--- src/rtl/core/nfp_pkg.sv ---
// nfp_pkg: shared types, codes and helpers for the navigation frame parser
// no dependencies; used by nfp_front, nfp_queue, nfp_back and nav_frame_parser
`default_nettype none

package nfp_pkg;

  // record kinds
  localparam logic [2:0] KIND_HEADER = 3'd0;
  localparam logic [2:0] KIND_POINT  = 3'd1;
  localparam logic [2:0] KIND_MARK   = 3'd2;
  localparam logic [2:0] KIND_STUB   = 3'd3;
  localparam logic [2:0] KIND_NAME   = 3'd4;
  localparam logic [2:0] KIND_STATUS = 3'd5;

  // frame status codes
  localparam logic [1:0] STAT_OK        = 2'd0;
  localparam logic [1:0] STAT_SHORT     = 2'd1;
  localparam logic [1:0] STAT_BAD_VER   = 2'd2;
  localparam logic [1:0] STAT_TRUNCATED = 2'd3;

  // configuration register map, decoded on paddr[2]
  localparam int unsigned CFG_AW = 3;
  localparam logic REG_EXP_VERSION  = 1'b0;
  localparam logic REG_FALLBACK_MRK = 1'b1;
  localparam logic [7:0] EXP_VERSION_RST = 8'd4;

  // header byte positions
  localparam logic [3:0] HDR_VERSION = 4'd0;
  localparam logic [3:0] HDR_FLAGS   = 4'd1;
  localparam logic [3:0] HDR_MANEUV  = 4'd2;
  localparam logic [3:0] HDR_DIST_LO = 4'd3;
  localparam logic [3:0] HDR_DIST_HI = 4'd4;
  localparam logic [3:0] HDR_SPD_LO  = 4'd5;
  localparam logic [3:0] HDR_SPD_HI  = 4'd6;
  localparam logic [3:0] HDR_ETA_LO  = 4'd7;
  localparam logic [3:0] HDR_ETA_HI  = 4'd8;
  localparam logic [3:0] HDR_REM_LO  = 4'd9;
  localparam logic [3:0] HDR_REM_HI  = 4'd10;
  localparam logic [3:0] HDR_COUNT   = 4'd11;

  // element sizes in bytes, as last byte position
  localparam logic [3:0] PT_LAST   = 4'd3;
  localparam logic [3:0] MARK_LAST = 4'd4;
  localparam logic [3:0] STUB_LAST = 4'd5;
  localparam int unsigned ITEM_BYTES = 6;

  // decoupling queue
  localparam int unsigned Q_DEPTH = 4;
  localparam int unsigned Q_PW    = $clog2(Q_DEPTH);
  localparam int unsigned Q_CW    = $clog2(Q_DEPTH + 1);

  typedef struct packed {
    logic [7:0] data_byte;
    logic       frame_end;
  } in_item_t;

  typedef struct packed {
    logic [2:0]         kind;
    logic [5:0]         index;
    logic signed [15:0] x_cm;
    logic signed [15:0] y_cm;
    logic [7:0]         aux_a;
    logic [7:0]         aux_b;
    logic [15:0]        distance_m;
    logic [15:0]        speed_kmh_x10;
    logic [15:0]        eta_s;
    logic [19:0]        remaining_m;
    logic [1:0]         status;
    logic               last_of_run;
  } out_item_t;

  // one classified byte: an optional record and an optional frame status
  typedef struct packed {
    logic       has_rec;
    logic       has_stat;
    logic [1:0] stat;
    out_item_t  rec;
  } q_entry_t;

  function automatic logic [5:0] clamp_cnt(input logic [7:0] b, input logic [5:0] lim);
    logic [5:0] r;
    r = (b > {2'b00, lim}) ? lim : b[5:0];
    return r;
  endfunction

endpackage

`default_nettype wire

--- src/rtl/core/nfp_front.sv ---
// nfp_front: byte-level frame parser, turns each accepted byte that yields a record or a status into a queue entry
// depends on nfp_pkg
`default_nettype none

module nfp_front #(
  parameter int unsigned MAX_POINTS     = 32,
  parameter int unsigned MAX_MARKS      = 8,
  parameter int unsigned MAX_STUBS      = 8,
  parameter int unsigned MAX_NAME_BYTES = 32,
  parameter int unsigned MANEUVER_KINDS = 16,
  parameter int unsigned MARK_KINDS     = 8
) (
  input  wire logic              clk,
  input  wire logic              rst_n,
  input  wire logic              take,
  input  wire nfp_pkg::in_item_t in_data,
  input  wire logic [7:0]        exp_version,
  input  wire logic [7:0]        fallback_type,
  output logic                   push,
  output nfp_pkg::q_entry_t      entry
);

  typedef enum logic [7:0] {
    SEC_HEADER  = 8'b0000_0001,
    SEC_POINTS  = 8'b0000_0010,
    SEC_MARKCNT = 8'b0000_0100,
    SEC_MARKS   = 8'b0000_1000,
    SEC_STUBCNT = 8'b0001_0000,
    SEC_STUBS   = 8'b0010_0000,
    SEC_NAMELEN = 8'b0100_0000,
    SEC_NAME    = 8'b1000_0000
  } sec_t;

  localparam logic [5:0] LIM_PTS  = 6'(MAX_POINTS);
  localparam logic [5:0] LIM_MRK  = 6'(MAX_MARKS);
  localparam logic [5:0] LIM_STB  = 6'(MAX_STUBS);
  localparam logic [5:0] LIM_NAME = 6'(MAX_NAME_BYTES);
  localparam logic [7:0] MAN_KINDS = 8'(MANEUVER_KINDS);
  localparam logic [7:0] MRK_KINDS = 8'(MARK_KINDS);
  localparam int unsigned ITEM_BYTES_L = nfp_pkg::ITEM_BYTES;

  sec_t        sec_r, sec_nxt;
  logic [3:0]  pos_r, pos_nxt;
  logic [5:0]  eidx_r, eidx_nxt;
  logic [5:0]  cnt_r, cnt_nxt;
  logic        vbad_r, vbad_nxt;
  logic        fc_r, fc_nxt;
  logic [7:0]  flags_r, flags_nxt;
  logic [3:0]  man_r, man_nxt;
  logic [15:0] dist_r, dist_nxt;
  logic [15:0] spd_r, spd_nxt;
  logic [15:0] eta_r, eta_nxt;
  logic [15:0] rem_r, rem_nxt;
  logic [7:0]  item_r [ITEM_BYTES_L];
  logic [7:0]  item_nxt [ITEM_BYTES_L];

  logic [7:0]  b;
  logic [7:0]  cb [ITEM_BYTES_L];
  logic        active;
  logic [5:0]  eidx_inc;
  logic [3:0]  last_pos;
  logic [2:0]  el_kind;
  sec_t        el_next;
  logic        enter_req;
  sec_t        enter_sec, enter_skip;
  logic [5:0]  enter_cnt;
  logic        has_rec;
  nfp_pkg::out_item_t rec;
  logic        has_stat;
  logic [1:0]  stat;

  assign b        = in_data.data_byte;
  assign active   = !fc_r && !(vbad_r && (sec_r != SEC_HEADER));
  assign eidx_inc = eidx_r + 6'd1;

  // current element bytes with the incoming byte merged in
  always_comb begin
    for (int i = 0; i < ITEM_BYTES_L; i++) begin
      cb[i] = (pos_r == 4'(i)) ? b : item_r[i];
    end
  end

  always_comb begin
    case (sec_r)
      SEC_POINTS: begin
        last_pos = nfp_pkg::PT_LAST;
        el_kind  = nfp_pkg::KIND_POINT;
        el_next  = SEC_MARKCNT;
      end
      SEC_MARKS: begin
        last_pos = nfp_pkg::MARK_LAST;
        el_kind  = nfp_pkg::KIND_MARK;
        el_next  = SEC_STUBCNT;
      end
      default: begin
        last_pos = nfp_pkg::STUB_LAST;
        el_kind  = nfp_pkg::KIND_STUB;
        el_next  = SEC_NAMELEN;
      end
    endcase
  end

  always_comb begin
    sec_nxt   = sec_r;
    pos_nxt   = pos_r;
    eidx_nxt  = eidx_r;
    cnt_nxt   = cnt_r;
    vbad_nxt  = vbad_r;
    fc_nxt    = fc_r;
    flags_nxt = flags_r;
    man_nxt   = man_r;
    dist_nxt  = dist_r;
    spd_nxt   = spd_r;
    eta_nxt   = eta_r;
    rem_nxt   = rem_r;
    item_nxt  = item_r;
    rec       = '0;
    has_rec   = 1'b0;
    enter_req = 1'b0;
    enter_sec = SEC_POINTS;
    enter_skip = SEC_MARKCNT;
    enter_cnt = '0;
    has_stat  = 1'b0;
    stat      = nfp_pkg::STAT_OK;

    if (take && active) begin
      case (sec_r)
        SEC_HEADER: begin
          case (pos_r)
            nfp_pkg::HDR_VERSION: vbad_nxt = (b != exp_version);
            nfp_pkg::HDR_FLAGS:   flags_nxt = b;
            nfp_pkg::HDR_MANEUV:  man_nxt = (b < MAN_KINDS) ? b[3:0] : 4'd0;
            nfp_pkg::HDR_DIST_LO: dist_nxt[7:0] = b;
            nfp_pkg::HDR_DIST_HI: dist_nxt[15:8] = b;
            nfp_pkg::HDR_SPD_LO:  spd_nxt[7:0] = b;
            nfp_pkg::HDR_SPD_HI:  spd_nxt[15:8] = b;
            nfp_pkg::HDR_ETA_LO:  eta_nxt[7:0] = b;
            nfp_pkg::HDR_ETA_HI:  eta_nxt[15:8] = b;
            nfp_pkg::HDR_REM_LO:  rem_nxt[7:0] = b;
            nfp_pkg::HDR_REM_HI:  rem_nxt[15:8] = b;
            default: ;
          endcase
          if (pos_r >= nfp_pkg::HDR_COUNT) begin
            if (!vbad_r) begin
              has_rec            = 1'b1;
              rec.kind           = nfp_pkg::KIND_HEADER;
              rec.index          = nfp_pkg::clamp_cnt(b, LIM_PTS);
              rec.aux_a          = {4'd0, man_r};
              rec.aux_b          = flags_r;
              rec.distance_m     = dist_r;
              rec.speed_kmh_x10  = spd_r;
              rec.eta_s          = eta_r;
              // times ten as 8x + 2x
              rec.remaining_m    = {1'b0, rem_r, 3'b000} + {3'b000, rem_r, 1'b0};
            end
            enter_req  = 1'b1;
            enter_sec  = SEC_POINTS;
            enter_skip = SEC_MARKCNT;
            enter_cnt  = nfp_pkg::clamp_cnt(b, LIM_PTS);
          end else begin
            pos_nxt = pos_r + 4'd1;
          end
        end
        SEC_MARKCNT: begin
          enter_req  = 1'b1;
          enter_sec  = SEC_MARKS;
          enter_skip = SEC_STUBCNT;
          enter_cnt  = nfp_pkg::clamp_cnt(b, LIM_MRK);
        end
        SEC_STUBCNT: begin
          enter_req  = 1'b1;
          enter_sec  = SEC_STUBS;
          enter_skip = SEC_NAMELEN;
          enter_cnt  = nfp_pkg::clamp_cnt(b, LIM_STB);
        end
        SEC_NAMELEN: begin
          enter_req  = 1'b1;
          enter_sec  = SEC_NAME;
          enter_skip = SEC_NAME;
          enter_cnt  = nfp_pkg::clamp_cnt(b, LIM_NAME);
        end
        SEC_NAME: begin
          has_rec   = 1'b1;
          rec.kind  = nfp_pkg::KIND_NAME;
          rec.index = eidx_r;
          rec.aux_a = b;
          eidx_nxt  = eidx_inc;
          if (eidx_inc >= cnt_r) begin
            fc_nxt = 1'b1;
          end
        end
        default: begin
          if (pos_r < 4'(ITEM_BYTES_L)) begin
            item_nxt[pos_r[2:0]] = b;
          end
          if (pos_r >= last_pos) begin
            has_rec   = 1'b1;
            rec.kind  = el_kind;
            rec.index = eidx_r;
            rec.x_cm  = {cb[1], cb[0]};
            rec.y_cm  = {cb[3], cb[2]};
            if (el_kind == nfp_pkg::KIND_MARK) begin
              rec.aux_a = (cb[4] < MRK_KINDS) ? cb[4] : fallback_type;
            end else if (el_kind == nfp_pkg::KIND_STUB) begin
              rec.aux_a = cb[4];
              rec.aux_b = cb[5];
            end
            pos_nxt  = '0;
            eidx_nxt = eidx_inc;
            if (eidx_inc >= cnt_r) begin
              sec_nxt  = el_next;
              eidx_nxt = '0;
            end
          end else begin
            pos_nxt = pos_r + 4'd1;
          end
        end
      endcase
    end

    // start a counted section, an empty one falls through
    if (enter_req) begin
      pos_nxt  = '0;
      eidx_nxt = '0;
      cnt_nxt  = enter_cnt;
      if (enter_cnt != 6'd0) begin
        sec_nxt = enter_sec;
      end else begin
        sec_nxt = enter_skip;
        if (enter_sec == SEC_NAME) begin
          fc_nxt = 1'b1;
        end
      end
    end

    // frame end: status from the updated state, then back to the start
    if (take && in_data.frame_end) begin
      has_stat = 1'b1;
      if (sec_nxt == SEC_HEADER) begin
        stat = nfp_pkg::STAT_SHORT;
      end else if (vbad_nxt) begin
        stat = nfp_pkg::STAT_BAD_VER;
      end else if (!fc_nxt) begin
        stat = nfp_pkg::STAT_TRUNCATED;
      end else begin
        stat = nfp_pkg::STAT_OK;
      end
      sec_nxt  = SEC_HEADER;
      pos_nxt  = '0;
      eidx_nxt = '0;
      cnt_nxt  = '0;
      vbad_nxt = 1'b0;
      fc_nxt   = 1'b0;
    end
  end

  assign push           = has_rec || has_stat;
  assign entry.has_rec  = has_rec;
  assign entry.has_stat = has_stat;
  assign entry.stat     = stat;
  assign entry.rec      = rec;

  always_ff @(posedge clk) begin
    if (!rst_n) begin
      sec_r  <= SEC_HEADER;
      pos_r  <= '0;
      eidx_r <= '0;
      cnt_r  <= '0;
      vbad_r <= 1'b0;
      fc_r   <= 1'b0;
    end else begin
      sec_r  <= sec_nxt;
      pos_r  <= pos_nxt;
      eidx_r <= eidx_nxt;
      cnt_r  <= cnt_nxt;
      vbad_r <= vbad_nxt;
      fc_r   <= fc_nxt;
    end
  end

  // header fields and element bytes are always written before they are read
  always_ff @(posedge clk) begin
    flags_r <= flags_nxt;
    man_r   <= man_nxt;
    dist_r  <= dist_nxt;
    spd_r   <= spd_nxt;
    eta_r   <= eta_nxt;
    rem_r   <= rem_nxt;
    item_r  <= item_nxt;
  end

endmodule

`default_nettype wire

--- src/rtl/core/nfp_queue.sv ---
// nfp_queue: small register queue of classified entries between front and back
// depends on nfp_pkg
`default_nettype none

module nfp_queue (
  input  wire logic              clk,
  input  wire logic              rst_n,
  input  wire logic              push,
  input  wire nfp_pkg::q_entry_t wr_entry,
  input  wire logic              pop,
  output nfp_pkg::q_entry_t      rd_entry,
  output logic                   full,
  output logic                   empty
);

  localparam int unsigned DEPTH = nfp_pkg::Q_DEPTH;
  localparam int unsigned PW    = nfp_pkg::Q_PW;
  localparam int unsigned CW    = nfp_pkg::Q_CW;

  nfp_pkg::q_entry_t mem_r [DEPTH];
  logic [PW-1:0]     wr_ptr_r, wr_ptr_nxt;
  logic [PW-1:0]     rd_ptr_r, rd_ptr_nxt;
  logic [CW-1:0]     cnt_r, cnt_nxt;
  logic              do_push, do_pop;

  assign full     = (cnt_r == CW'(DEPTH));
  assign empty    = (cnt_r == '0);
  assign do_push  = push && !full;
  assign do_pop   = pop && !empty;
  assign rd_entry = mem_r[rd_ptr_r];

  always_comb begin
    wr_ptr_nxt = wr_ptr_r;
    rd_ptr_nxt = rd_ptr_r;
    cnt_nxt    = cnt_r;
    if (do_push) begin
      wr_ptr_nxt = (wr_ptr_r == PW'(DEPTH - 1)) ? '0 : wr_ptr_r + PW'(1);
    end
    if (do_pop) begin
      rd_ptr_nxt = (rd_ptr_r == PW'(DEPTH - 1)) ? '0 : rd_ptr_r + PW'(1);
    end
    if (do_push && !do_pop) begin
      cnt_nxt = cnt_r + CW'(1);
    end else if (do_pop && !do_push) begin
      cnt_nxt = cnt_r - CW'(1);
    end
  end

  always_ff @(posedge clk) begin
    if (!rst_n) begin
      wr_ptr_r <= '0;
      rd_ptr_r <= '0;
      cnt_r    <= '0;
    end else begin
      wr_ptr_r <= wr_ptr_nxt;
      rd_ptr_r <= rd_ptr_nxt;
      cnt_r    <= cnt_nxt;
    end
  end

  always_ff @(posedge clk) begin
    if (do_push) begin
      mem_r[wr_ptr_r] <= wr_entry;
    end
  end

endmodule

`default_nettype wire

--- src/rtl/core/nfp_back.sv ---
// nfp_back: expands queue entries into result transfers through an output register
// depends on nfp_pkg
`default_nettype none

module nfp_back (
  input  wire logic              clk,
  input  wire logic              rst_n,
  input  wire nfp_pkg::q_entry_t head,
  input  wire logic              head_valid,
  output logic                   pop,
  output logic                   out_valid,
  input  wire logic              out_ready,
  output nfp_pkg::out_item_t     out_data
);

  logic               valid_r, valid_nxt;
  logic               phase_r, phase_nxt;
  nfp_pkg::out_item_t data_r, data_nxt;
  logic               load;

  // record first, then the status if the byte closed the frame
  assign load = head_valid && (!valid_r || out_ready);

  always_comb begin
    valid_nxt = valid_r;
    phase_nxt = phase_r;
    data_nxt  = data_r;
    pop       = 1'b0;
    if (valid_r && out_ready) begin
      valid_nxt = 1'b0;
    end
    if (load) begin
      valid_nxt = 1'b1;
      if (head.has_rec && !phase_r) begin
        data_nxt             = head.rec;
        data_nxt.last_of_run = !head.has_stat;
        if (head.has_stat) begin
          phase_nxt = 1'b1;
        end else begin
          pop = 1'b1;
        end
      end else begin
        data_nxt             = '0;
        data_nxt.kind        = nfp_pkg::KIND_STATUS;
        data_nxt.status      = head.stat;
        data_nxt.last_of_run = 1'b1;
        phase_nxt            = 1'b0;
        pop                  = 1'b1;
      end
    end
  end

  always_ff @(posedge clk) begin
    if (!rst_n) begin
      valid_r <= 1'b0;
      phase_r <= 1'b0;
    end else begin
      valid_r <= valid_nxt;
      phase_r <= phase_nxt;
    end
  end

  always_ff @(posedge clk) begin
    data_r <= data_nxt;
  end

  assign out_valid = valid_r;
  assign out_data  = data_r;

endmodule

`default_nettype wire

--- src/rtl/core/nav_frame_parser.sv ---
// nav_frame_parser: top level, config registers, front parser, queue and result stage
// depends on nfp_pkg, nfp_front, nfp_queue, nfp_back
`default_nettype none

// Streaming decoder for one navigation frame, one byte per input transfer with
// frame_end set on the last byte. The front parser takes a byte every cycle
// while the four-entry queue has room; it checks the version byte against
// expected_version, collects the 12-byte little-endian header and then the
// points, landmarks, branches and street name, each count clamped to its
// parameter. A byte that completes a record yields one result transfer; the
// frame_end byte adds a status transfer (accepted, too short, bad version,
// truncated), so a byte yields zero, one or two results, last_of_run marking
// the final one. The result stage drains one entry per cycle while out_ready
// allows, sending an entry with both a record and a status as two transfers,
// so sustained input rate is one byte per cycle except around frame ends and
// result stalls. Downstream should commit the records of a frame only on an
// accepted status. Registers sit on an APB-style port: expected_version at 0x0
// (reset 4), fallback_landmark_type at 0x4 (reset 0); write them only while idle.
module nav_frame_parser #(
  parameter int unsigned MAX_POINTS     = 32,
  parameter int unsigned MAX_MARKS      = 8,
  parameter int unsigned MAX_STUBS      = 8,
  parameter int unsigned MAX_NAME_BYTES = 32,
  parameter int unsigned MANEUVER_KINDS = 16,
  parameter int unsigned MARK_KINDS     = 8
) (
  input  wire logic                       clk,
  input  wire logic                       rst_n,
  // byte input channel
  input  wire logic                       in_valid,
  output logic                            in_ready,
  input  wire nfp_pkg::in_item_t          in_data,
  // result channel
  output logic                            out_valid,
  input  wire logic                       out_ready,
  output nfp_pkg::out_item_t              out_data,
  // configuration port
  input  wire logic                       psel,
  input  wire logic                       penable,
  input  wire logic                       pwrite,
  input  wire logic [nfp_pkg::CFG_AW-1:0] paddr,
  input  wire logic [31:0]                pwdata,
  output logic [31:0]                     prdata,
  output logic                            pready
);

  // config registers
  logic [7:0] exp_version_r;
  logic [7:0] fallback_r;
  logic       cfg_wr;

  // front to queue to back
  logic              take;
  logic              q_push;
  nfp_pkg::q_entry_t q_wr_entry;
  nfp_pkg::q_entry_t q_head;
  logic              q_pop;
  logic              q_full;
  logic              q_empty;

  assign pready = 1'b1;
  assign cfg_wr = psel && penable && pwrite;

  // word-aligned decode on address bit 2
  always_ff @(posedge clk) begin
    if (!rst_n) begin
      exp_version_r <= nfp_pkg::EXP_VERSION_RST;
      fallback_r    <= '0;
    end else if (cfg_wr) begin
      if (paddr[2] == nfp_pkg::REG_EXP_VERSION) begin
        exp_version_r <= pwdata[7:0];
      end else begin
        fallback_r <= pwdata[7:0];
      end
    end
  end

  always_comb begin
    if (paddr[2] == nfp_pkg::REG_FALLBACK_MRK) begin
      prdata = {24'd0, fallback_r};
    end else begin
      prdata = {24'd0, exp_version_r};
    end
  end

  // a byte transfer completes whenever the queue has room
  assign in_ready = !q_full;
  assign take     = in_valid && in_ready;

  nfp_front #(
    .MAX_POINTS     (MAX_POINTS),
    .MAX_MARKS      (MAX_MARKS),
    .MAX_STUBS      (MAX_STUBS),
    .MAX_NAME_BYTES (MAX_NAME_BYTES),
    .MANEUVER_KINDS (MANEUVER_KINDS),
    .MARK_KINDS     (MARK_KINDS)
  ) u_front (
    .clk           (clk),
    .rst_n         (rst_n),
    .take          (take),
    .in_data       (in_data),
    .exp_version   (exp_version_r),
    .fallback_type (fallback_r),
    .push          (q_push),
    .entry         (q_wr_entry)
  );

  nfp_queue u_queue (
    .clk      (clk),
    .rst_n    (rst_n),
    .push     (q_push),
    .wr_entry (q_wr_entry),
    .pop      (q_pop),
    .rd_entry (q_head),
    .full     (q_full),
    .empty    (q_empty)
  );

  // result stage, one output transfer per cycle while out_ready allows
  nfp_back u_back (
    .clk        (clk),
    .rst_n      (rst_n),
    .head       (q_head),
    .head_valid (!q_empty),
    .pop        (q_pop),
    .out_valid  (out_valid),
    .out_ready  (out_ready),
    .out_data   (out_data)
  );

`ifndef SYNTHESIS
  // front never pushes into a full queue
  a_no_push_full: assert property (@(posedge clk) disable iff (!rst_n)
    q_push |-> !q_full) else $error("push into full queue");

  // back only pops a present entry
  a_pop_nonempty: assert property (@(posedge clk) disable iff (!rst_n)
    q_pop |-> !q_empty) else $error("pop from empty queue");

  // a status always closes the run of its byte
  a_status_last: assert property (@(posedge clk) disable iff (!rst_n)
    (out_valid && (out_data.kind == nfp_pkg::KIND_STATUS)) |-> out_data.last_of_run)
    else $error("status without last_of_run");

  // only status transfers carry a non-zero status field
  a_rec_stat_zero: assert property (@(posedge clk) disable iff (!rst_n)
    (out_valid && (out_data.kind != nfp_pkg::KIND_STATUS)) |->
    (out_data.status == nfp_pkg::STAT_OK)) else $error("status on record");
`endif

endmodule

`default_nettype wire

--- config.mk ---
export PLATFORM = sky130hd
export DESIGN_NAME = nav_frame_parser
export DESIGN_NICKNAME = d
export VERILOG_FILES = /design/src/rtl/core/nfp_pkg.sv /design/src/rtl/core/nfp_front.sv /design/src/rtl/core/nfp_queue.sv /design/src/rtl/core/nfp_back.sv /design/src/rtl/core/nav_frame_parser.sv
export SDC_FILE = /design/constraint.sdc
export NUM_CORES = 1
export LEC_CHECK = 0
export BUFFER_PORTS_ARGS = -buffer_cell sky130_fd_sc_hd__buf_4
export CAP_MARGIN = 20
export CORE_ASPECT_RATIO = 1.2
export CORE_MARGIN = 5
export CORE_UTILIZATION = 50
export CTS_BUF_LIST = sky130_fd_sc_hd__clkbuf_4 sky130_fd_sc_hd__clkbuf_8
export DETAILED_ROUTE_END_ITERATION = 6
export GPL_TIMING_DRIVEN = 0
export PLACE_DENSITY_LB_ADDON = 0.05
export SLEW_MARGIN = 20
export SYNTH_ARGS = -nofsm -noshare
export SYNTH_HDL_FRONTEND = slang
export SYNTH_HIERARCHICAL = 1
export SYNTH_SLANG_ARGS = --single-unit
--- constraint.sdc ---
create_clock -name clk -period 17.3 [get_ports clk]
set_input_delay 1.73 -clock clk [delete_from_list [all_inputs] [get_ports clk]]
set_output_delay 1.73 -clock clk [all_outputs]
set_load 0.02 [all_outputs]
Yosys cells after proc, flatten, opt, wreduce, memory -nomap -nowiden --
Memories as Yosys holds them, arrays and structs flattened. A register that Yosys moved wholly into a read port is not among the register bits. Cells that the tools add are included.
Operators by class: reduce and logical (&&, ||, !) cells 55, order comparisons 10, bitwise logic cells 6, equal/unequal tests 28, $add $sub $neg 7, multiplexer cells 87
Operator list (number):
- 8-bit two-way mux | 19
- 125-bit two-way mux | 1
- 84-bit two-way mux | 1
- 80-bit two-way mux | 1
- 8-bit case mux with 3 select lines | 3
- 68-bit two-way mux | 1
- 56-bit two-way mux | 1
- 48-bit bitwise mux | 1
- 6-bit two-way mux | 8
- 3-bit AND reduction | 13
- 32-bit two-way mux | 1
- 9-bit case mux with 3 select lines | 1
- 1-bit two-way mux | 25
- 8-bit demux with 3-bit select | 1
- 19-bit by 17-bit adder with 20-bit output | 1
- 6-bit case mux with 3 select lines | 1
- 4-bit by 3-bit == test with 1-bit output (second input constant) | 4
- 8-bit by 1-bit == test with 1-bit output (second input constant) | 2
- 8-bit == test (second input constant) | 2
- 16-bit two-way mux | 1
- 2-bit two-way mux | 8
- 8-bit case mux with 2 select lines | 1
- 1-bit logical AND | 15
- 7-bit case mux with 2 select lines | 1
- other kinds (49) | 80
Storage, ports and cells: memories kept 1, bits in registers 303, input bits 51, memory bits (writable) 516, logic and storage cells 235
Memory list:
- u_queue.mem_r | words 4, bits a word 129, rd ports 1, clocked after memory_dff 1, write ports 1, line nfp_queue.sv:20 | nfp_pkg::q_entry_t mem_r [DEPTH];

Depth between registers and ports, before layout --
Gate-level depths: netlist of run 1.
word-level depth 14, gate-level depth with buffers 22, gate-level depth less buffers 20

Cells and area by module --
The synthesis of run 1 kept the hierarchy.
By module, submodules not included:
- nfp_queue | cells an instance 741, times used 1, area each 19508.7 µm²
- nfp_front | cells an instance 791, times used 1, area each 8069.0 µm²
- nfp_back | cells an instance 282, times used 1, area each 4947.2 µm²
- nav_frame_parser | cells an instance 105, times used 1, area each 978.4 µm²

Worst setup path after synthesis of run 1 --
Ideal clock, no wire load.
path type input -> register, start point input in_valid, end point memory u_queue/mem_r[0][0] (netlist bit), enable pin, path slack 10355 ps, buffers on the path 2, stages 10, setup time 507 ps, arrival time 6438 ps, path through nor2b_1 > nand2b_1 > nor2_1 > clkbuf_1 > nand2_1 > a21oi_1 > or2_2 > nor2b_1 > clkbuf_1 > and2_1
On the way: longest elaborated chain between the ends 7, elaborated cells on any way between the ends 9, classes of those cells mux (4); reduce/logical (5)
Ends and longest elaborated chain:
- start, declared | line nav_frame_parser.sv:30 | input wire logic in_valid,
- 1-bit logical AND | line nav_frame_parser.sv:88 | assign take = in_valid && in_ready;
- 1-bit logical AND | line nfp_front.sv:126 | if (take && active) begin
- 1-bit two-way mux | line nfp_front.sv:126
- via u_front.has_rec | line nfp_front.sv:67 | logic has_rec;
- 1-bit logical OR | line nfp_front.sv:257 | assign push = has_rec || has_stat;
- via q_push | line nav_frame_parser.sv:54 | logic q_push;
- 1-bit logical AND | line nfp_queue.sv:28 | assign do_push = push && !full;
- via u_queue.do_push | line nfp_queue.sv:24 | logic do_push, do_pop;
- 1-bit two-way mux | line nfp_queue.sv:62 | if (do_push) begin
- 1-bit two-way mux (implied by the code) | line nfp_queue.sv:63 | mem_r[wr_ptr_r] <= wr_entry;
- end, declared | line nfp_queue.sv:20
The timed path passes the listed nets, and every way through them passes these cells.

Worst setup path in the final report of run 1 --
start point input in_valid, end point memory u_queue/mem_r[3][90] (netlist bit), enable pin
On the way: longest elaborated chain between the ends 7, elaborated cells on any way between the ends 9, classes of those cells mux (4); reduce/logical (5)
Ends and longest elaborated chain:
- 1-bit logical AND | line nav_frame_parser.sv:88
- via take | line nav_frame_parser.sv:53 | logic take;
- 1-bit logical AND | line nfp_front.sv:126
- 1-bit two-way mux | line nfp_front.sv:126
- via u_front.has_rec | line nfp_front.sv:67
- 1-bit logical OR | line nfp_front.sv:257
- via q_push | line nav_frame_parser.sv:54
- 1-bit logical AND | line nfp_queue.sv:28
- via u_queue.do_push | line nfp_queue.sv:24
- 1-bit two-way mux | line nfp_queue.sv:62
- 1-bit two-way mux (implied by the code) | line nfp_queue.sv:63
The timed path passes the listed nets, and every way through them passes these cells.

==> impl_results.md, run 1 <==
- Outcome: finished clean
- Residual DRC: 0
- Flop pwr share: between 40% and 50%
- CP max FO: 33
- Met3 Wirelength: slightly below 4000 µm
- WL met1: approximately 31000 µm
- Hold/Removal Path Class: reg2reg
- Worst setup path end: u_queue/mem_r[3][90]
- Power Internal: 0.00389 W
- Syn Area/Cell: roughly 17 µm²
- Skew final: ~0.04 ns
- Die H: ~290 µm
- Most frequent cells in the layout: 776 x edfxtp_1, 194 x buf_4, 145 x nand2_1
- Fin Hold WS: 0.469 ns
- Synth-to-Final Area Change: 16.3%
- DRT iter0 DRCs: 1216
- CP Launch Type: primary input
- Worst IR Drop VDD: roughly 0.15 mV
- First-pass GRT wire length: about 110000 µm
- Die W: between 200 and 250 µm
- Final min period: a little over 6 ns
- Final setup viols: 0
- Hold_buf cts: 0
- Switching Share: 28.3%
- Syn Inst Count: ~1900
- Global route overflow: 0
- Number of global-route vias before repair: approximately 19000
- CTS tree: yes
- Vias: about 18000
- CP Class: in2reg
- WL/cell: ~23 µm
- Clk network pwr share: between 30 and 40%
- Setup TNS: 0 ns
- Final worst path period share: 35.6%
- Antenna-violating nets left: 0
- FMAX: 162 MHz
- Clk Latency, worst-skew pair: 0.77 ns
- Yosys warnings: 6
- IO Pins: between 200 and 250
- Clk root buf: clkbuf_8
- Clock Sinks: ~830
- Post-DP HPWL: 47500 µm
- Worst r2r src: u_front/sec_r[2]
- Drt via density: 5.45
- Share of post-route cells with drive strength above 1: between 30% and 40%
- Drt pass-1 iters: 5
- Starting density of the core: between 50% and 60%
- Row cnt: about 100
- CTS clk-pin slew, worst paths: 0.05 ns
- Clock buffer depth: 3
- Pwr/cell area: 140 nW/µm²
- Setup Buffers After CTS: 0
- Final WS setup: approximately 11 ns
- GP Congestion: between 0.8 and 0.9
- Pin count of the biggest net entering global routing: slightly below 80
- Die area: between 70000 and 80000 µm²
- Gates resized, CTS repair: 0
- Least-Margin Pin Slew: 1.06 ns
- FF-to-FF End: u_queue/mem_r[3][90]
- Unrepaired setup endpoints after global routing: no
- Combinational power share: 22.8%
- Pleak: approximately 14 nW
- I/O Buffers: roughly 160
- Top layer in use: met4
- Final Hold Fails: 0
- Critical path arrival: between 6 and 7 ns
- Cts bufs inserted: ~130
- Critical path startpoint: in_valid
- CP endpoint kind: flip-flop
- Initial antenna violation count: 3
- Final count of pins violating max slew: 0
- Wirelength, routed: 74200 µm
- Max cap viols: 0
- Nets: 2339
- Net switching power: approximately 0.0015 W
- CP required: roughly 18 ns
- Syn Std Cell Area: about 33000 µm²
- Htree depth: 4
- R2R cell count: 19
- Core area: between 60000 and 70000 µm²
- Met2 wire length: about 38000 µm
- Most common library cell in the layout ignoring fill and taps: edfxtp_1
- Total track usage: between 20% and 30%
- FF-to-FF setup slack: about 11 ns
- Worst slew margin: approximately 29%
- DP Worst Slack: between 10 and 15 ns
-- how the worst min path moves through the flow --
stage                                start  cells after the start          endpoint  slack, ns
after floorplan           u_front/cnt_r[3]                      2  u_front/cnt_r[3]       0.44
after global placement    u_front/cnt_r[3]                      2  u_front/cnt_r[3]       0.45
after detailed placement  u_front/cnt_r[3]                      2  u_front/cnt_r[3]       0.46
after CTS                 u_front/cnt_r[3]                      2  u_front/cnt_r[3]       0.47
after global routing      u_front/cnt_r[3]                      2  u_front/cnt_r[3]       0.49
final                     u_front/cnt_r[3]                      2  u_front/cnt_r[3]       0.47
-- flip-flops by register name (all words and copies together) (netlist names), 2 cells and up, named ones only --
signal            count
u_queue/wr_ptr_r      2
u_front/cnt_r         6
u_queue/cnt_r         3
u_front/dist_r       16
u_front/sec_r         8
u_front/eta_r        16
u_front/spd_r        16
u_front/man_r         4
fallback_r            8
u_front/flags_r       8
u_back/out_data     128
u_queue/mem_r       524
u_front/pos_r         4
u_front/rem_r        16
u_queue/rd_ptr_r      2
exp_version_r         8
u_front/item_r       48
u_front/eidx_r        6
-- metrics by stage --
step | std cells | utilization, % | instance area [µm²] | total power, W
3_5_place_dp | 3006 | 54.8 | 36200 | 0.00387
5_1_grt | 3242 | 58.8 | 38800 | 0.00568
6_report | 3242 | 58.8 | 38800 | 0.00543
2_1_floorplan | 1938 | - | 33400 | 0.00338
3_3_place_gp | 2992 | 54.2 | 35800 | 0.00388
4_1_cts | 3240 | 58.8 | 38800 | 0.00552
-- per-layer routing --
layer | GRT usage, % | vias up
met5 | 0 | -
met3 | 4.02 | 113
li1 | - | 8038
met4 | 5.72 | 0
met2 | 35.4 | 508
met1 | 27.5 | 9025
-- power by group through the flow --
stage	registers (W)	clock network, W	logic, W
floorplan	0.00281	0	0.000569
detailed placement	0.00260	0	0.00127
CTS	0.00256	0.00169	0.00127
finish	0.00255	0.00164	0.00124
global placement	0.00265	0	0.00123
global route	0.00257	0.00178	0.00133
-- critical path, cell delays in order --
cell	delay (ns)
buf_4	0.07
nor2b_1	0.36
nand2b_1	0.23
nor2_1	0.38
clkbuf_1	0.68
nand2_1	0.51
a21oi_1	0.50
or2_2	0.18
nor2b_1	0.11
clkbuf_1	0.31
and2_4	0.36
buf_12	0.27
buf_12	0.26
buf_12	0.25
buf_12	0.27
-- area by class of cell --
class / count / area, µm²
antenna: 2 / 5.00
buffer: 127 / 748
clock buffer: 182 / 2260
clock inverter: 52 / 345
fill: 5182 / 27200
inverter: 20 / 82.6
multi-input combinational: 962 / 8300
sequential: 829 / 24400
tap: 892 / 1120
timing repair buffer: 176 / 1570
Note: power is estimated with default switching activity, not from simulation.
==> inputs of run 2 (changes only) <==
Clock period 17.3 ns to 5 ns, I/O delays scaled along.
==> run 2 against run 1 <==
Setup slack worse by 11 ns. Sequential power increased to 3.5 times the previous value. Sequential share of layout area about the same. Flip-flop and latch count stayed put. Cell area about the same. First-iteration DRC count up 5.0%. Clock power grew to 3.3 times the previous value. Register-to-register slack worse by 11 ns. Non-clock buffer count rose by 10. Combinational power rose to 3.5 times the previous value. Critical path type is now reg2reg. Largest cell class unchanged. Largest power group unchanged. Highest routed layer unchanged.
==> impl_results.md, run 2 (same netlist as run 1, synthesis figures left out) <==
- Outcome: finished clean (unchanged)
- Final core occ: 58.8% (about the same)
- Starting density of the core: 50.5% (unchanged)
- Clk Latency, worst-skew pair: 0.76 ns (was 0.77 ns)
- Placed Cells: 3005 (was 3006)
- Vias: 17700 (about the same)
- Net switching power: 0.00524 W (was 0.00154 W)
- Row cnt: 103 (unchanged)
- First-pass GRT wire length: 113000 µm (was 112000 µm)
- Share of post-route cells with drive strength above 1: 31.0% (was 30.7%)
- Htree depth: 4 (unchanged)
- Worst r2r src: u_front/sec_r[2] (unchanged)
- Die area: 72000 µm² (unchanged)
- Pleak: 14.2 nW (about the same)
- Cts bufs inserted: 132 (was 133)
- Hold/Removal Path Class: in2reg (was reg2reg)
- DRT iter0 DRCs: 1277 (was 1216)
- Non-Filler Instances: 3247 (was 3242)
- Worst IR Drop VDD: 0.535 mV (was 0.155 mV)
- Nets: 2350 (was 2339)
- CP required: 5.37 ns (was 17.72 ns)
- Number of global-route vias before repair: 18700 (was 18500)
- Initial antenna violation count: 1 (was 3)
- Residual DRC: 0 (unchanged)
- Worst slew margin: 35.0% (was 28.6%)
- Max reg flops: 524 (unchanged)
- Multi-input combinational cell area: 8350 µm² (was 8300 µm²)
- Pin count of the biggest net entering global routing: 101 (was 77)
- Hold Crit Depth: 2 (unchanged)
- CP Class: reg2reg (was in2reg)
- Clock Sinks: 829 (unchanged)
- R2R cell count: 17 (was 19)
- Total track usage: 20.7% (about the same)
- WHS Endpoint: u_back/out_valid (was u_front/cnt_r[3])
- Flop pwr share: 47.6% (was 47.0%)
- Clock buffer depth: 3 (unchanged)
- CTS tree: yes (unchanged)
- Core area: 66000 µm² (unchanged)
- Drt via density: 5.46 (was 5.45)
- Combinational power share: 23.1% (was 22.8%)
- CP endpoint kind: flip-flop (unchanged)
- WL/cell: 22.9 µm (about the same)
- CP max FO: 83 (was 33)
- FF-to-FF End: u_queue/mem_r[1][107] (was u_queue/mem_r[3][90])
- Synth-to-Final Area Change: 16.3% (about the same)
- Final min period: approximately 4.7 ns
- Most frequent cells in the layout: 776 x edfxtp_1, 197 x buf_4, 144 x nand2_1 (was 776 x edfxtp_1, 194 x buf_4, 145 x nand2_1)
- FF-to-FF setup slack: 0.26 ns (was 11.32 ns)
- Critical path startpoint: u_front/sec_r[2] (was in_valid)
- Die H: 293 µm (unchanged)
- Antenna-violating nets left: 0 (unchanged)
- HP Start: rst_n (was u_front/cnt_r[3])
- CP Launch Type: flip-flop (was primary input)
- FMAX: 211 MHz
- Unrepaired setup endpoints after global routing: no (unchanged)
- Drt pass-1 iters: 5 (unchanged)
- Fillcell total: 5161 (was 5182)
- Post-DP HPWL: 47300 µm (was 47500 µm)
- Skew final: 0.0351 ns (was 0.0405 ns)
- Global route overflow: 0 (unchanged)
- Clk network pwr share: 29.4% (was 30.1%)
- Switching Share: 28.2% (was 28.3%)
- Final count of pins violating max slew: 0 (unchanged)
- Critical path arrival: 5.11 ns (was 6.58 ns)
- Power Internal: 0.0134 W (was 0.00389 W)
- Max cap viols: 0 (unchanged)
- Pwr/cell area: 480 nW/µm² (was 140 nW/µm²)
- Most common library cell in the layout ignoring fill and taps: edfxtp_1 (unchanged)
- GP Congestion: 0.880 (was 0.886)
- Final worst path period share: ~95%
- CTS clk-pin slew, worst paths: 0.06 ns (was 0.05 ns)
- Die W: 246 µm (unchanged)
- Final Hold Fails: 0 (unchanged)
- IO Pins: 214 (unchanged)
- Least-Margin Pin Slew: 0.974 ns (was 1.06 ns)
- Final setup viols: 0 (unchanged)
- FF/Latch Area: 24400 µm² (unchanged)
- Wirelength, routed: 74200 µm (about the same)
- Reg with most FFs: u_queue/mem_r (unchanged)
- Clk root buf: clkbuf_8 (unchanged)
- I/O Buffers: 162 (unchanged)
[run 2: cell count changes in the layout (fill, tap and decap cells not counted), moves of 3 or more]
cell / before / now
buf_16: 10 / 7
clkbuf_4: 39 / 48
dlygate4sd3_1: 0 / 9
buf_4: 194 / 197
inv_6: 6 / 3
clkbuf_8: 143 / 140
clkinv_1: 26 / 20
[run 2: worst max path at each step]
stage | endpoint
floorplan | u_queue/mem_r[0][100]
global placement | u_queue/mem_r[0][57]
detailed placement | u_queue/mem_r[0][101]
CTS | u_queue/mem_r[1][107]
global route | u_queue/mem_r[1][107]
finish | u_queue/mem_r[1][107]
[run 2: layout make-up]
type	instances	area share, %
buffer	127	1.94
inverter	20	0.213
clock inverter	40	0.536
tap	892	2.88
sequential	829	62.8
multi-input combinational	964	21.5
clock buffer	188	5.90
timing repair buffer	186	4.18
antenna	1	0.00645
[run 2: power groups by stage]
stage | clock network [W] | registers, W | logic, W
after floorplan | 0 | 0.00971 | 0.00197
after global placement | 0 | 0.00906 | 0.00416
after detailed placement | 0 | 0.00900 | 0.00440
after CTS | 0.00563 | 0.00886 | 0.00442
after global routing | 0.00596 | 0.00891 | 0.00461
final | 0.00546 | 0.00885 | 0.00429
[run 2: metrics by stage]
| step | power (W) | TNS [ns] | cell area (µm²) | setup slack (ns) | hold WS [ns] |
|---|---|---|---|---|---|
| floorplan | 0.0117 | 0 | 33500 | 0.0524 | 0.436 |
| global placement | 0.0132 | -1377.37 | 35800 | -2.68 | 0.452 |
| detailed placement | 0.0134 | -286.52 | 36100 | -0.879 | 0.447 |
| CTS | 0.0189 | 0 | 38800 | 0.0866 | 0.0138 |
| global route | 0.0195 | 0 | 38800 | 0.0148 | 0.0305 |
| finish | 0.0186 | 0 | 38800 | 0.261 | 0.0902 |
[run 2: timing repair]
item,4_1_cts,5_1_grt
pin swaps,4,1
gates resized for setup,8,1
gates cloned,2,0
setup endpoints to repair,527,43
buffers inserted,2,1
hold buffers,9,0
endpoints found under the hold margin,17,0
[run 2: critical path: stages (launching register included)]
cell	delay [ns]
dfxtp_1	0.29
buf_2	0.18
nor3_2	0.27
nand4_1	0.25
ha_1	0.28
or2_2	0.33
ha_1	0.30
a21o_1	0.16
a211oi_4	0.08
nand2_1	0.09
nand2_2	0.19
a21oi_4	0.26
or2_2	0.14
nor2b_1	0.12
clkbuf_2	0.27
and2_4	0.32
buf_16	0.27
buf_16	0.44
[run 2: metal layers]
| metal | vias to the layer above | track usage [%] | wire, µm |
|---|---|---|---|
| li1 | 8034 | - | - |
| met1 | 9123 | 27.0 | 30700 |
| met2 | 458 | 35.8 | 38600 |
| met3 | 108 | 3.96 | 3450 |
| met4 | 0 | 6.33 | 1510 |
| met5 | - | 0 | 0 |
